===== src/design/csd_pkg.sv =====
package csd_pkg;

  // Decoder position within a block.
  typedef enum logic [1:0] {
    MODE_CODE  = 2'd0,  // next byte is a code byte
    MODE_DATA  = 2'd1,  // next byte is a data byte
    MODE_DELIM = 2'd2,  // implied delimiter due at next code byte
    MODE_RUN   = 2'd3   // implied run due at next code byte
  } csd_mode_t;

  typedef enum logic [1:0] {
    KIND_DATA = 2'd0,
    KIND_END  = 2'd1,
    KIND_ERR  = 2'd2
  } csd_kind_t;

  // Configuration register indexes.
  typedef enum logic [1:0] {
    REG_DELIM    = 2'd0,
    REG_DEPTH    = 2'd1,
    REG_RUN_LEN  = 2'd2,
    REG_RUN_BYTE = 2'd3
  } csd_reg_t;

  localparam logic [7:0] SWAP_LIMIT    = 8'd127;  // codes above this mark a run
  localparam logic [7:0] DELIM_RST     = 8'd0;
  localparam logic [7:0] DEPTH_RST     = 8'd255;
  localparam logic [3:0] RUN_LEN_RST   = 4'd0;
  localparam logic [7:0] RUN_BYTE_RST  = 8'd0;
  // Effective depth with the reset register values (extension off).
  localparam logic [7:0] BLK_CNT_RST   = 8'd255;

  typedef struct packed {
    logic [7:0] delim;
    logic [7:0] depth;
    logic [3:0] run_len;
    logic [7:0] run_byte;
  } csd_cfg_t;

  typedef struct packed {
    csd_mode_t  mode;
    logic [7:0] swap_cnt;
    logic [7:0] blk_cnt;
    logic       run_pend;
  } csd_state_t;

endpackage


===== src/design/csd_step.sv =====
// Next-state and result burst for one received byte.
module csd_step #(
  parameter int MAX_RUN_LENGTH = 8,
  parameter int MIN_DEPTH      = 2,
  parameter int CNT_W          = $clog2(MAX_RUN_LENGTH + 1)
) (
  input  csd_pkg::csd_cfg_t   cfg,
  input  csd_pkg::csd_state_t st,
  input  logic [7:0]          in_byte,
  output csd_pkg::csd_state_t st_next,
  output logic                emit_vld,
  output csd_pkg::csd_kind_t  emit_kind,
  output logic [7:0]          emit_byte,
  output logic [CNT_W-1:0]    emit_cnt
);

  logic             run_on;
  logic             run_sat;
  logic [CNT_W-1:0] run_eff;
  logic [7:0]       depth_clamp;
  logic [7:0]       depth;
  logic [7:0]       code_raw;
  logic             run_code;
  logic [7:0]       code;
  logic             bad_code;
  logic             in_code;
  logic [7:0]       sc_dec;
  logic [7:0]       bc_dec;
  logic             rp;
  csd_pkg::csd_mode_t mode_adv;

  // Effective run length: below 2 is off, saturates at MAX_RUN_LENGTH.
  assign run_on  = (cfg.run_len >= 4'd2);
  assign run_sat = ({4'd0, cfg.run_len} > 8'(MAX_RUN_LENGTH));
  assign run_eff = !run_on ? '0 :
                   run_sat ? CNT_W'(MAX_RUN_LENGTH) : CNT_W'(cfg.run_len);

  assign depth_clamp = (run_on && cfg.depth > csd_pkg::SWAP_LIMIT) ?
                       csd_pkg::SWAP_LIMIT : cfg.depth;
  assign depth = (depth_clamp < 8'(MIN_DEPTH)) ? 8'(MIN_DEPTH) : depth_clamp;

  // Encoder swaps a nonzero delimiter with zero.
  assign code_raw = (cfg.delim != 8'd0 && in_byte == 8'd0) ? cfg.delim : in_byte;
  assign run_code = run_on && (code_raw > csd_pkg::SWAP_LIMIT);
  assign code     = run_code ? (code_raw - csd_pkg::SWAP_LIMIT) : code_raw;
  assign bad_code = (code == 8'd0) || (code > depth);

  assign in_code = (st.mode != csd_pkg::MODE_DATA);
  assign sc_dec  = (in_code ? code : st.swap_cnt) - 8'd1;
  assign bc_dec  = (in_code ? depth : st.blk_cnt) - 8'd1;
  assign rp      = in_code ? run_code : st.run_pend;

  always_comb begin
    if (bc_dec == 8'd0) begin
      mode_adv = csd_pkg::MODE_CODE;
    end else if (sc_dec == 8'd0) begin
      mode_adv = rp ? csd_pkg::MODE_RUN : csd_pkg::MODE_DELIM;
    end else begin
      mode_adv = csd_pkg::MODE_DATA;
    end
  end

  always_comb begin
    st_next   = st;
    emit_vld  = 1'b0;
    emit_kind = csd_pkg::KIND_DATA;
    emit_byte = 8'd0;
    emit_cnt  = CNT_W'(1);
    if (in_byte == cfg.delim) begin
      // Frame end, or error when it cuts a block short.
      st_next.mode    = csd_pkg::MODE_CODE;
      st_next.blk_cnt = depth;
      emit_vld        = 1'b1;
      emit_kind       = in_code ? csd_pkg::KIND_END : csd_pkg::KIND_ERR;
    end else if (in_code && bad_code) begin
      st_next.mode     = csd_pkg::MODE_CODE;
      st_next.swap_cnt = code;
      st_next.blk_cnt  = depth;
      st_next.run_pend = run_code;
      emit_vld         = 1'b1;
      emit_kind        = csd_pkg::KIND_ERR;
    end else begin
      st_next.mode     = mode_adv;
      st_next.swap_cnt = sc_dec;
      st_next.blk_cnt  = (bc_dec == 8'd0) ? depth : bc_dec;
      st_next.run_pend = rp;
      case (st.mode)
        csd_pkg::MODE_DATA: begin
          emit_vld  = 1'b1;
          emit_byte = in_byte;
        end
        csd_pkg::MODE_DELIM: begin
          emit_vld  = 1'b1;
          emit_byte = cfg.delim;
        end
        csd_pkg::MODE_RUN: begin
          emit_vld  = (run_eff != '0);
          emit_byte = cfg.run_byte;
          emit_cnt  = run_eff;
        end
        default: begin
          emit_vld = 1'b0;
        end
      endcase
    end
  end

endmodule


===== src/design/cobs_stream_decoder_unit.sv =====
// Path: a byte accepted into the input register is decoded once the result
//   register is free, and its first result is then on the master side.
// Throughput: one byte per cycle unless the output stalls; a run of N copies
//   holds the output until all N leave; input stalls once its register fills.
// Reset (rst, synchronous, active high): registers return to their reset
//   values, decoder expects a code byte, both pipeline registers empty.
module cobs_stream_decoder_unit #(
  parameter int MAX_RUN_LENGTH = 8,   // 2..64, longest implied run
  parameter int MIN_DEPTH      = 2    // 1..127, floor on the block depth
) (
  input  logic       clk,
  input  logic       rst,
  // input byte stream
  input  logic       s_tvalid,
  output logic       s_tready,
  input  logic [7:0] s_tdata,   // [7:0] in_byte
  // decoded result stream
  output logic       m_tvalid,
  input  logic       m_tready,
  output logic [7:0] m_tdata,   // [7:0] out_byte
  output logic [1:0] m_tuser,   // [1:0] kind
  output logic       m_tlast,   // final result caused by one input byte
  // configuration writes
  input  logic       cfg_we,
  input  logic [1:0] cfg_index,
  input  logic [7:0] cfg_data
);

  localparam int CNT_W = $clog2(MAX_RUN_LENGTH + 1);

  csd_pkg::csd_cfg_t   cfg;
  csd_pkg::csd_state_t st;
  csd_pkg::csd_state_t st_next;

  // Input register: holds one accepted request until the decode step runs.
  logic       in_vld;
  logic [7:0] in_byte;

  // Result register: one burst of identical results, counted down on output.
  logic               ob_vld;
  csd_pkg::csd_kind_t ob_kind;
  logic [7:0]         ob_byte;
  logic [CNT_W-1:0]   ob_cnt;

  logic               emit_vld;
  csd_pkg::csd_kind_t emit_kind;
  logic [7:0]         emit_byte;
  logic [CNT_W-1:0]   emit_cnt;

  logic ob_free;  // result register empty after this cycle
  logic fire;     // decode step runs this cycle

  assign ob_free  = !ob_vld || (m_tready && ob_cnt == CNT_W'(1));
  assign fire     = in_vld && ob_free;
  assign s_tready = !in_vld || ob_free;

  assign m_tvalid = ob_vld;
  assign m_tdata  = ob_byte;
  assign m_tuser  = ob_kind;
  assign m_tlast  = (ob_cnt == CNT_W'(1));

  csd_step #(
    .MAX_RUN_LENGTH(MAX_RUN_LENGTH),
    .MIN_DEPTH     (MIN_DEPTH),
    .CNT_W         (CNT_W)
  ) u_step (
    .cfg      (cfg),
    .st       (st),
    .in_byte  (in_byte),
    .st_next  (st_next),
    .emit_vld (emit_vld),
    .emit_kind(emit_kind),
    .emit_byte(emit_byte),
    .emit_cnt (emit_cnt)
  );

  // Configuration registers.
  always_ff @(posedge clk) begin
    if (rst) begin
      cfg.delim    <= csd_pkg::DELIM_RST;
      cfg.depth    <= csd_pkg::DEPTH_RST;
      cfg.run_len  <= csd_pkg::RUN_LEN_RST;
      cfg.run_byte <= csd_pkg::RUN_BYTE_RST;
    end else if (cfg_we) begin
      case (csd_pkg::csd_reg_t'(cfg_index))
        csd_pkg::REG_DELIM:    cfg.delim    <= cfg_data;
        csd_pkg::REG_DEPTH:    cfg.depth    <= cfg_data;
        csd_pkg::REG_RUN_LEN:  cfg.run_len  <= cfg_data[3:0];
        csd_pkg::REG_RUN_BYTE: cfg.run_byte <= cfg_data;
        default: ;
      endcase
    end
  end

  // Control: valid flags, burst count and decoder state.
  always_ff @(posedge clk) begin
    if (rst) begin
      in_vld      <= 1'b0;
      ob_vld      <= 1'b0;
      ob_cnt      <= CNT_W'(1);
      st.mode     <= csd_pkg::MODE_CODE;
      st.swap_cnt <= 8'd0;
      st.blk_cnt  <= csd_pkg::BLK_CNT_RST;
      st.run_pend <= 1'b0;
    end else begin
      if (s_tvalid && s_tready) begin
        in_vld <= 1'b1;
      end else if (fire) begin
        in_vld <= 1'b0;
      end
      if (fire) begin
        st     <= st_next;
        ob_vld <= emit_vld;
        ob_cnt <= emit_cnt;
      end else if (ob_vld && m_tready) begin
        // last result of the burst leaves with nothing to replace it
        if (ob_cnt == CNT_W'(1)) begin
          ob_vld <= 1'b0;
        end else begin
          ob_cnt <= ob_cnt - CNT_W'(1);
        end
      end
    end
  end

  // Payload.
  always_ff @(posedge clk) begin
    if (s_tvalid && s_tready) begin
      in_byte <= s_tdata;
    end
    if (fire) begin
      ob_kind <= emit_kind;
      ob_byte <= emit_byte;
    end
  end

  // A pending burst always has results left, and never more than a full run.
  a_burst_count: assert property (@(posedge clk) disable iff (rst)
    ob_vld |-> (ob_cnt != '0 && ob_cnt <= CNT_W'(MAX_RUN_LENGTH)))
    else $error("result burst count out of range");

  // Frame end and error are single results with a zero byte.
  a_ctrl_single: assert property (@(posedge clk) disable iff (rst)
    (ob_vld && ob_kind != csd_pkg::KIND_DATA) |-> (ob_cnt == CNT_W'(1) && ob_byte == 8'd0))
    else $error("control result not single or byte not zero");

  // The block counter reloads before it can sit at zero.
  a_blk_nonzero: assert property (@(posedge clk) disable iff (rst)
    st.blk_cnt != 8'd0)
    else $error("block countdown at zero");

  // Multi-result bursts only come from an implied run.
  a_run_origin: assert property (@(posedge clk) disable iff (rst)
    (fire && emit_vld && emit_cnt != CNT_W'(1)) |-> st.mode == csd_pkg::MODE_RUN)
    else $error("burst outside implied run");

endmodule


===== config.mk =====
export PLATFORM = sky130hd
export DESIGN_NAME = cobs_stream_decoder_unit
export DESIGN_NICKNAME = d
export VERILOG_FILES = /design/src/design/csd_pkg.sv /design/src/design/csd_step.sv /design/src/design/cobs_stream_decoder_unit.sv
export SDC_FILE = /design/constraint.sdc
export NUM_CORES = 1
export LEC_CHECK = 0
export BUFFER_PORTS_ARGS = -buffer_cell sky130_fd_sc_hd__buf_2
export CAP_MARGIN = 30
export CELL_PAD_IN_SITES_DETAIL_PLACEMENT = 0
export CELL_PAD_IN_SITES_GLOBAL_PLACEMENT = 1
export CORE_MARGIN = 1
export CORE_UTILIZATION = 51
export CTS_BUF_LIST = sky130_fd_sc_hd__clkbuf_2
export DETAILED_ROUTE_END_ITERATION = 16
export HOLD_SLACK_MARGIN = 0.05
export PLACE_DENSITY_LB_ADDON = 0.1
export RECOVER_POWER = 100
export SLEW_MARGIN = 20
export SYNTH_ARGS = -nofsm -noshare
export SYNTH_HDL_FRONTEND = slang
export SYNTH_SLANG_ARGS = --single-unit

===== constraint.sdc =====
create_clock -name clk -period 12.09 [get_ports clk]
set_clock_uncertainty 0.05 [all_clocks]
set_input_delay 2.418 -clock clk [delete_from_list [all_inputs] [get_ports clk]]
set_output_delay 2.418 -clock clk [all_outputs]
set_load 0.05 [all_outputs]

==> results of run 1 <==
## critical path: stages, from the launching register on
cell      delay [ns]
edfxtp_1        0.59
nor4_1          0.97
a41oi_1         0.62
nor3_1          0.49
a21boi_0        0.32
nor2_1          0.34
ha_1            0.30
a21o_1          0.16
a21o_1          0.17
a21oi_1         0.20
a211o_1         0.19
o211ai_1        0.53
o21ba_1         0.66
nor3_1          0.09
a2111o_1        0.39
## area by class of cell
type / instances / area share
timing repair buffer: 40 / 0.0391
inverter: 23 / 0.0177
multi-input combinational: 407 / 0.562
sequential: 71 / 0.329
clock inverter: 7 / 0.0157
clock buffer: 9 / 0.00925
tap: 108 / 0.0278
## per-layer routing
| metal | wire length (microns) | vias to the layer above |
|---|---|---|
| met2 | 5760 | 155 |
| li1 | - | 2013 |
| met1 | 5710 | 2011 |
| met4 | 187 | 0 |
| met5 | 0 | - |
| met3 | 883 | 14 |
## stage by stage
| stage | instances | setup WS, ns | area, sq um | power, mW | hold WS, ns |
|---|---|---|---|---|---|
| after global routing | 665 | 5.53 | 4870 | 0.567 | 0.469 |
| after detailed placement | 648 | 6.57 | 4800 | 0.398 | 0.406 |
| final | 665 | 5.94 | 4870 | 0.539 | 0.445 |
| after floorplan | 532 | 6.61 | 4600 | 0.366 | 0.385 |
| after global placement | 648 | 6.57 | 4800 | 0.395 | 0.398 |
| after CTS | 664 | 6.56 | 4930 | 0.545 | 0.450 |
## synthesized netlist by cell type (4+ instances only)
master / count / area, sq um
xor2_1: 15 / 131
nor2b_1: 6 / 37.5
nor4_1: 5 / 31.3
xnor2_1: 7 / 61.3
buf_1: 6 / 22.5
nor2_1: 60 / 225
o31ai_1: 6 / 45.0
and2_1: 6 / 37.5
edfxtp_1: 18 / 541
a41oi_1: 4 / 35.0
o211ai_1: 7 / 52.6
o22a_1: 4 / 35.0
mux2i_1: 25 / 250
dfxtp_1: 53 / 1060
inv_1: 20 / 75.1
nand2b_1: 4 / 25.0
nor4_4: 4 / 85.1
clkbuf_1: 18 / 67.6
a31oi_1: 8 / 50.1
nand3_1: 14 / 70.1
o21a_1: 4 / 30.0
nand4_1: 8 / 50.1
nor3_1: 25 / 125
a211oi_1: 4 / 30.0
or3_1: 4 / 25.0
a222oi_1: 8 / 80.1
ha_1: 19 / 238
nand2_1: 49 / 184
a21oi_1: 25 / 125
o21ai_0: 23 / 115
## where the power goes
part / total, mW / internal, mW / switching, mW
logic: 0.122 / 0.0426 / 0.0796
registers: 0.271 / 0.257 / 0.0143
clock network: 0.146 / 0.0504 / 0.0955
total: 0.539 / 0.350 / 0.189
## worst min path at each step
stage | end | slack, ns | startpoint | cells after the start
floorplan | st[2]$_SDFFE_PP1P_ | 0.38 | st[2]$_SDFFE_PP1P_ | 2
global placement | st[2]$_SDFFE_PP1P_ | 0.40 | st[2]$_SDFFE_PP1P_ | 2
detailed placement | st[2]$_SDFFE_PP1P_ | 0.41 | st[2]$_SDFFE_PP1P_ | 2
CTS | cfg[12]$_SDFFE_PP1P_ | 0.45 | cfg[12]$_SDFFE_PP1P_ | 2
global route | cfg[12]$_SDFFE_PP1P_ | 0.47 | cfg[12]$_SDFFE_PP1P_ | 2
finish | cfg[12]$_SDFFE_PP1P_ | 0.45 | cfg[12]$_SDFFE_PP1P_ | 2
## cell families (layout without fill, tap and decap cells)
group,count (synthesis),count (layout),share of synthesized area
DFF,71,71,0.348
adders and majority gates,19,19,0.0516
xor gates and xnor gates,22,22,0.0418
muxes,27,27,0.0601
AOI/OAI and AO/OA,137,137,0.223
and+or+nand+nor,202,202,0.226
buffers and inverters,54,79,0.0492
## sequential cells by signal, summed over array words and instances, names as in the netlist
register and count:
m_tuser 2, in_byte 8, st 19, cfg 28, ob_cnt 4, m_tdata 8
m_tvalid 1, in_vld 1
==> key figures, run 1 <==
Status
  • Outcome: complete, but fails checks
  • Failing checks: capacitance limit, slew limit

Yosys
  • Synth Warn #: 0
  • Mapped Avg Cell Area: ~8.7 sq um
  • Top FF cell, synth: dfxtp_1
  • Synth Instances: ~530
  • Syn Nets: 574
  • Ys async rst share: 0
  • FF+latch count, synth: 71
  • Post-synthesis sequential area ratio: 0.348
  • Post-synthesis cell type count: 75
  • Mapped Area: 0.00460 sq mm
  • Post-synth EDFFs: 18

Worst setup path
  • CP endpoint: st[3]$_SDFFE_PP1P_
  • WS Path Type: reg -> reg
  • R2r worst-path depth: 14
  • Startpoint types: flip-flop
  • Crit end category: flip-flop
  • Reg2Reg Launch Point: in_byte[1]$_DFFE_PP_
  • R2R Path End: st[3]$_SDFFE_PP1P_
  • Crit path DAT: roughly 6.5 ns
  • Worst R2R Setup Slack: between 5 and 6 ns
  • Critical Path Start: in_byte[1]$_DFFE_PP_
  • Critical Path RT: 12.46 ns
  • CP Max Fanout: 15

Clock tree
  • TritonCTS clock tree: yes
  • CTS H-tree depth: 3
  • Worst-path clk slew: ~0.22 ns
  • Root Buffer: clkbuf_2
  • CTS max path bufs: 2
  • Worst-Skew Late Latency: 0.52 ns
  • # hold bufs at CTS: 0
  • Number of gates resized after cts: 0
  • CTS Buf Count: 9
  • Clock Sinks: 71
  • Postcts setup bufs: 0

Floorplanning
  • CORE AREA: between 0.008 and 0.009 sq mm
  • Starting Density: 0.528
  • Vert. Die Dim: 97.0 microns
  • Die area: 0.00941 sq mm
  • Die Width: 97.0 microns
  • Ports: 36
  • Rows: 34

Drt
  • Starting DRT DRC Count: 385
  • First-pass DRT Iterations: 9
  • Post-DR vias/cell: ~6.3
  • DRC viols: 0
  • WL final: around 13000 microns
  • Via count: 4193
  • Number of routed nets with antenna violations: 0
  • Wire per inst: 18.9 microns

Cells and area
  • Layout area overhead: 5.73%
  • Multi-input logic area: 0.00273 sq mm
  • FF+latch area: roughly 0.0016 sq mm
  • Ratio of cells with drive above 1 in the final layout: 0.104
  • Most common cell after layout, fill and taps aside: nor2_1
  • Final core utilization: 0.558
  • Antenna Cells: 0
  • Commonest cells after routing, fill and taps aside: nor2_1, dfxtp_1, nand2_1
  • Fillcell total: ~860
  • Nets: 594

Global routing
  • M3 GR Usage: 0.0658
  • Global-route usage over all layers: 0.272
  • Gr ovfl total: 0
  • Met1 GRT Util: 0.357
  • Vias in the first global route: between 4000 and 5000
  • Largest net degree at the start of global routing: 50
  • First-pass GRT wire length: 20200 microns
  • Gr busiest metal: met2
  • Grt met2 use: 0.440
  • Antenna violations before repair: 0

Pwr
  • Leak pwr: 1.92 nW
  • Pwr Density: 111 mW/mm^2
  • Peak VDD IR: 0.0615 mV

Timing
  • RSZ-0062 raised after global routing: false
  • Sum Neg Setup Slack: 0 ns
  • Tightest Pin Transition: 1.82 ns
  • Period utilisation layout: 0.508
  • Fmax achieved: ~0.16 GHz
  • Final setup viols: 0
  • Minimum clock period: ~6 ns
  • Slew HR: -0.215
  • Hold Vio Cnt, Final: 0
  • Fin. max-slew vios: 49

Placement
  • Final GP Congestion: between 0.8 and 0.9
  • Port bufs: 35
  • Post-detail-place hpwl: 9070 microns

Hold path
  • Hold Crit Class: reg -> reg

Job
  • Max cap viols: 2
(Power assumes the default switching activity.)
==> run 2: changes to the inputs <==
--- a/config.mk
+++ b/config.mk
@@ -10,7 +10,7 @@
 export CELL_PAD_IN_SITES_DETAIL_PLACEMENT = 0
 export CELL_PAD_IN_SITES_GLOBAL_PLACEMENT = 1
 export CORE_MARGIN = 1
-export CORE_UTILIZATION = 51
+export CORE_UTILIZATION = 48
 export CTS_BUF_LIST = sky130_fd_sc_hd__clkbuf_2
 export DETAILED_ROUTE_END_ITERATION = 16
 export HOLD_SLACK_MARGIN = 0.05
==> constraint.sdc (replaced) <==
create_clock -name clk -period 5.95 [get_ports clk]
set_clock_uncertainty 0.05 [all_clocks]
set_input_delay 1.19 -clock clk [delete_from_list [all_inputs] [get_ports clk]]
set_output_delay 1.19 -clock clk [all_outputs]
set_load 0.05 [all_outputs]
==> run 2 against run 1 <==
Against the previous run: the flow still finishes with violations (capacitance limit, slew limit); die area increased by 6.1%; register-to-register slack got worse by 5.1 ns; design area increased by 2.9%; first-iteration DRC count decreased by 34%; non-clock buffer count increased by 3; via count decreased by 0.38%; final cell count increased by 3.6%; sequential share of layout area decreased by 0.91 points; total power increased by 130%; sequential power increased by 100%; critical path depth increased by 2; wire length increased by 2.6%; largest power group unchanged.
==> key figures, run 2 (same netlist as run 1, synthesis figures left out) <==
Cells and area
  • Commonest cells after routing, fill and taps aside: nor2_1, dfxtp_1, nand2_1
  • Nets: 597 (+0.51%)
  • Ratio of cells with drive above 1 in the final layout: 0.109 (+0.00480)
  • FF+latch area: 0.00160 sq mm (unchanged)
  • Post-layout instance area: 0.00501 sq mm (+2.9%)
  • Layout area overhead: 8.75%
  • Most common cell after layout, fill and taps aside: nor2_1
  • Fillcell total: 891 (+3.1%)
  • Most flop-heavy register: cfg
  • Biggest regs: cfg x28, st x19
  • Max reg flops: 28 (unchanged)
  • Multi-input logic area: 0.00277 sq mm (+1.2%)
  • Antenna Cells: 0 (unchanged)
  • Post-route insts no fill: 689 (+3.6%)

Timing
  • Sum Neg Setup Slack: 0 ns (unchanged)
  • Tightest Pin Transition: 1.80 ns (-0.0274 ns)
  • Hold Vio Cnt, Final: 0 (unchanged)
  • Slew HR: -0.197 (+0.0183)
  • Final setup viols: 0 (unchanged)
  • Minimum clock period: 5.06 ns (-1.09 ns)
  • Period utilisation layout: 0.850 (+0.342)
  • Fmax achieved: 0.198 GHz (+22%)
  • RSZ-0062 raised after global routing: false
  • Fin. max-slew vios: 37 (-24%)

Drt
  • DRC viols: 0 (unchanged)
  • Number of routed nets with antenna violations: 0 (unchanged)
  • WL final: 12900 microns (+2.6%)
  • Via count: 4177 (-0.38%)
  • Post-DR vias/cell: 6.06 (-3.9%)
  • Wire per inst: 18.7 microns (-0.95%)
  • First-pass DRT Iterations: 5 (-4)
  • Starting DRT DRC Count: 255 (-34%)

Global routing
  • Antenna violations before repair: 0 (unchanged)
  • First-pass GRT wire length: 20800 microns (+3.1%)
  • Global-route usage over all layers: 0.272 (+0.000272)
  • Gr ovfl total: 0 (unchanged)
  • Largest net degree at the start of global routing: 50 (unchanged)
  • Vias in the first global route: 3969 (-1.5%)

Clock tree
  • # hold bufs at CTS: 0 (unchanged)
  • Postcts setup bufs: 0 (unchanged)
  • TritonCTS clock tree: yes
  • Number of gates resized after cts: 0 (unchanged)
  • Worst-path clk slew: 0.22 ns (about the same)
  • Worst-Skew Late Latency: 0.56 ns (+0.04 ns)
  • Root Buffer: clkbuf_2
  • CTS max path bufs: 2 (unchanged)
  • Clock Sinks: 71 (unchanged)
  • CTS Buf Count: 9 (unchanged)
  • CTS H-tree depth: 3 (unchanged)

Worst setup path
  • CP Max Fanout: 15 (unchanged)
  • Startpoint types: flip-flop
  • WS Path Type: reg -> reg
  • Crit end category: flip-flop
  • Critical Path RT: 6.36 ns (-6.10 ns)
  • Crit path DAT: 5.47 ns (-1.05 ns)

Job
  • Max cap viols: 1 (-1)

Placement
  • Post-detail-place hpwl: 9450 microns (+4.2%)
  • Final GP Congestion: 0.892 (+5.0%)
  • Dpl cells: 671 (+3.5%)
  • Port bufs: 35 (unchanged)
  • Placed cell areas: 0.00485 sq mm (+0.86%)

Floorplanning
  • Die Width: 99.9 microns (+3.0%)
  • Vert. Die Dim: 99.9 microns (+3.0%)
  • Rows: 35 (+2.9%)
  • Ports: 36 (unchanged)
  • CORE AREA: 0.00928 sq mm (+6.5%)
  • Die area: 0.00999 sq mm (+6.1%)
  • Starting Density: 0.496 (-0.0320)

Pwr
  • Leak pwr: 1.96 nW (+2.1%)
  • Peak VDD IR: 0.229 mV (+270%)
  • Pwr Density: 244 mW/mm^2 (+120%)
  • Tot Pwr: 1.22 mW (+130%)

Hold path
  • Hold Crit Class: reg -> reg

Status
  • Outcome: complete, but fails checks
  • Failing checks: capacitance limit, slew limit
## run 2: path summary, 6_finish.rpt
| kind | startpoint | endpoint | slack (ns) | cells after the start |
|---|---|---|---|---|
| max | in_byte[2]$_DFFE_PP_ | st[3]$_SDFFE_PP1P_ | 0.89 | 16 |
| min | cfg[12]$_SDFFE_PP1P_ | cfg[12]$_SDFFE_PP1P_ | 0.45 | 2 |
| max reg2reg | in_byte[2]$_DFFE_PP_ | st[3]$_SDFFE_PP1P_ | 0.89 | 16 |
| min reg2reg | cfg[12]$_SDFFE_PP1P_ | cfg[12]$_SDFFE_PP1P_ | 0.45 | 2 |
## run 2: cell type report
type	count	area share
multi-input cells	407	0.553
inverters	23	0.0172
repair buffers	43	0.0407
clock buffers	9	0.00900
well taps	129	0.0322
flip-flops and latches	71	0.320
clock inverters	7	0.0282
## run 2: power breakdown
part           internal, mW  leakage, nW  switching [mW]
Clock                 0.225        0.105           0.197
Combinational        0.0881         1.25           0.164
Sequential            0.521        0.604          0.0286
## run 2: per-stage QoR
step	hold WS (ns)	utilization	worst slack, ns
2_1_floorplan	0.385	-	1.88
3_3_place_gp	0.405	0.521	1.33
3_5_place_dp	0.412	0.522	1.15
4_1_cts	0.448	0.542	1.12
5_1_grt	0.481	0.539	0.502
6_report	0.446	0.539	0.891
## run 2: critical path, cell delays in order, from the launching register on
cell and delay [ns]:
edfxtp_1 0.58, nor4_4 0.53, a41oi_1 0.27, inv_1 0.11, ha_1 0.31, nand2_1 0.12, nor4_1 0.30, xnor2_1 0.20
ha_1 0.24, a21o_1 0.18, a21o_1 0.16, a21oi_1 0.21, a211o_1 0.17, o211ai_1 0.47, o21ba_1 0.62, nor3_1 0.08
a2111o_1 0.39
## run 2: routing by layer
| metal | track usage | part of all wire | vias to the layer above | wire length (microns) |
|---|---|---|---|---|
| li1 | - | - | 2017 | - |
| met1 | 0.359 | 0.46 | 2023 | 5920 |
| met2 | 0.444 | 0.46 | 121 | 5980 |
| met3 | 0.0689 | 0.061 | 16 | 791 |
| met4 | 0.0690 | 0.013 | 0 | 167 |
| met5 | 0 | 0 | - | 0 |
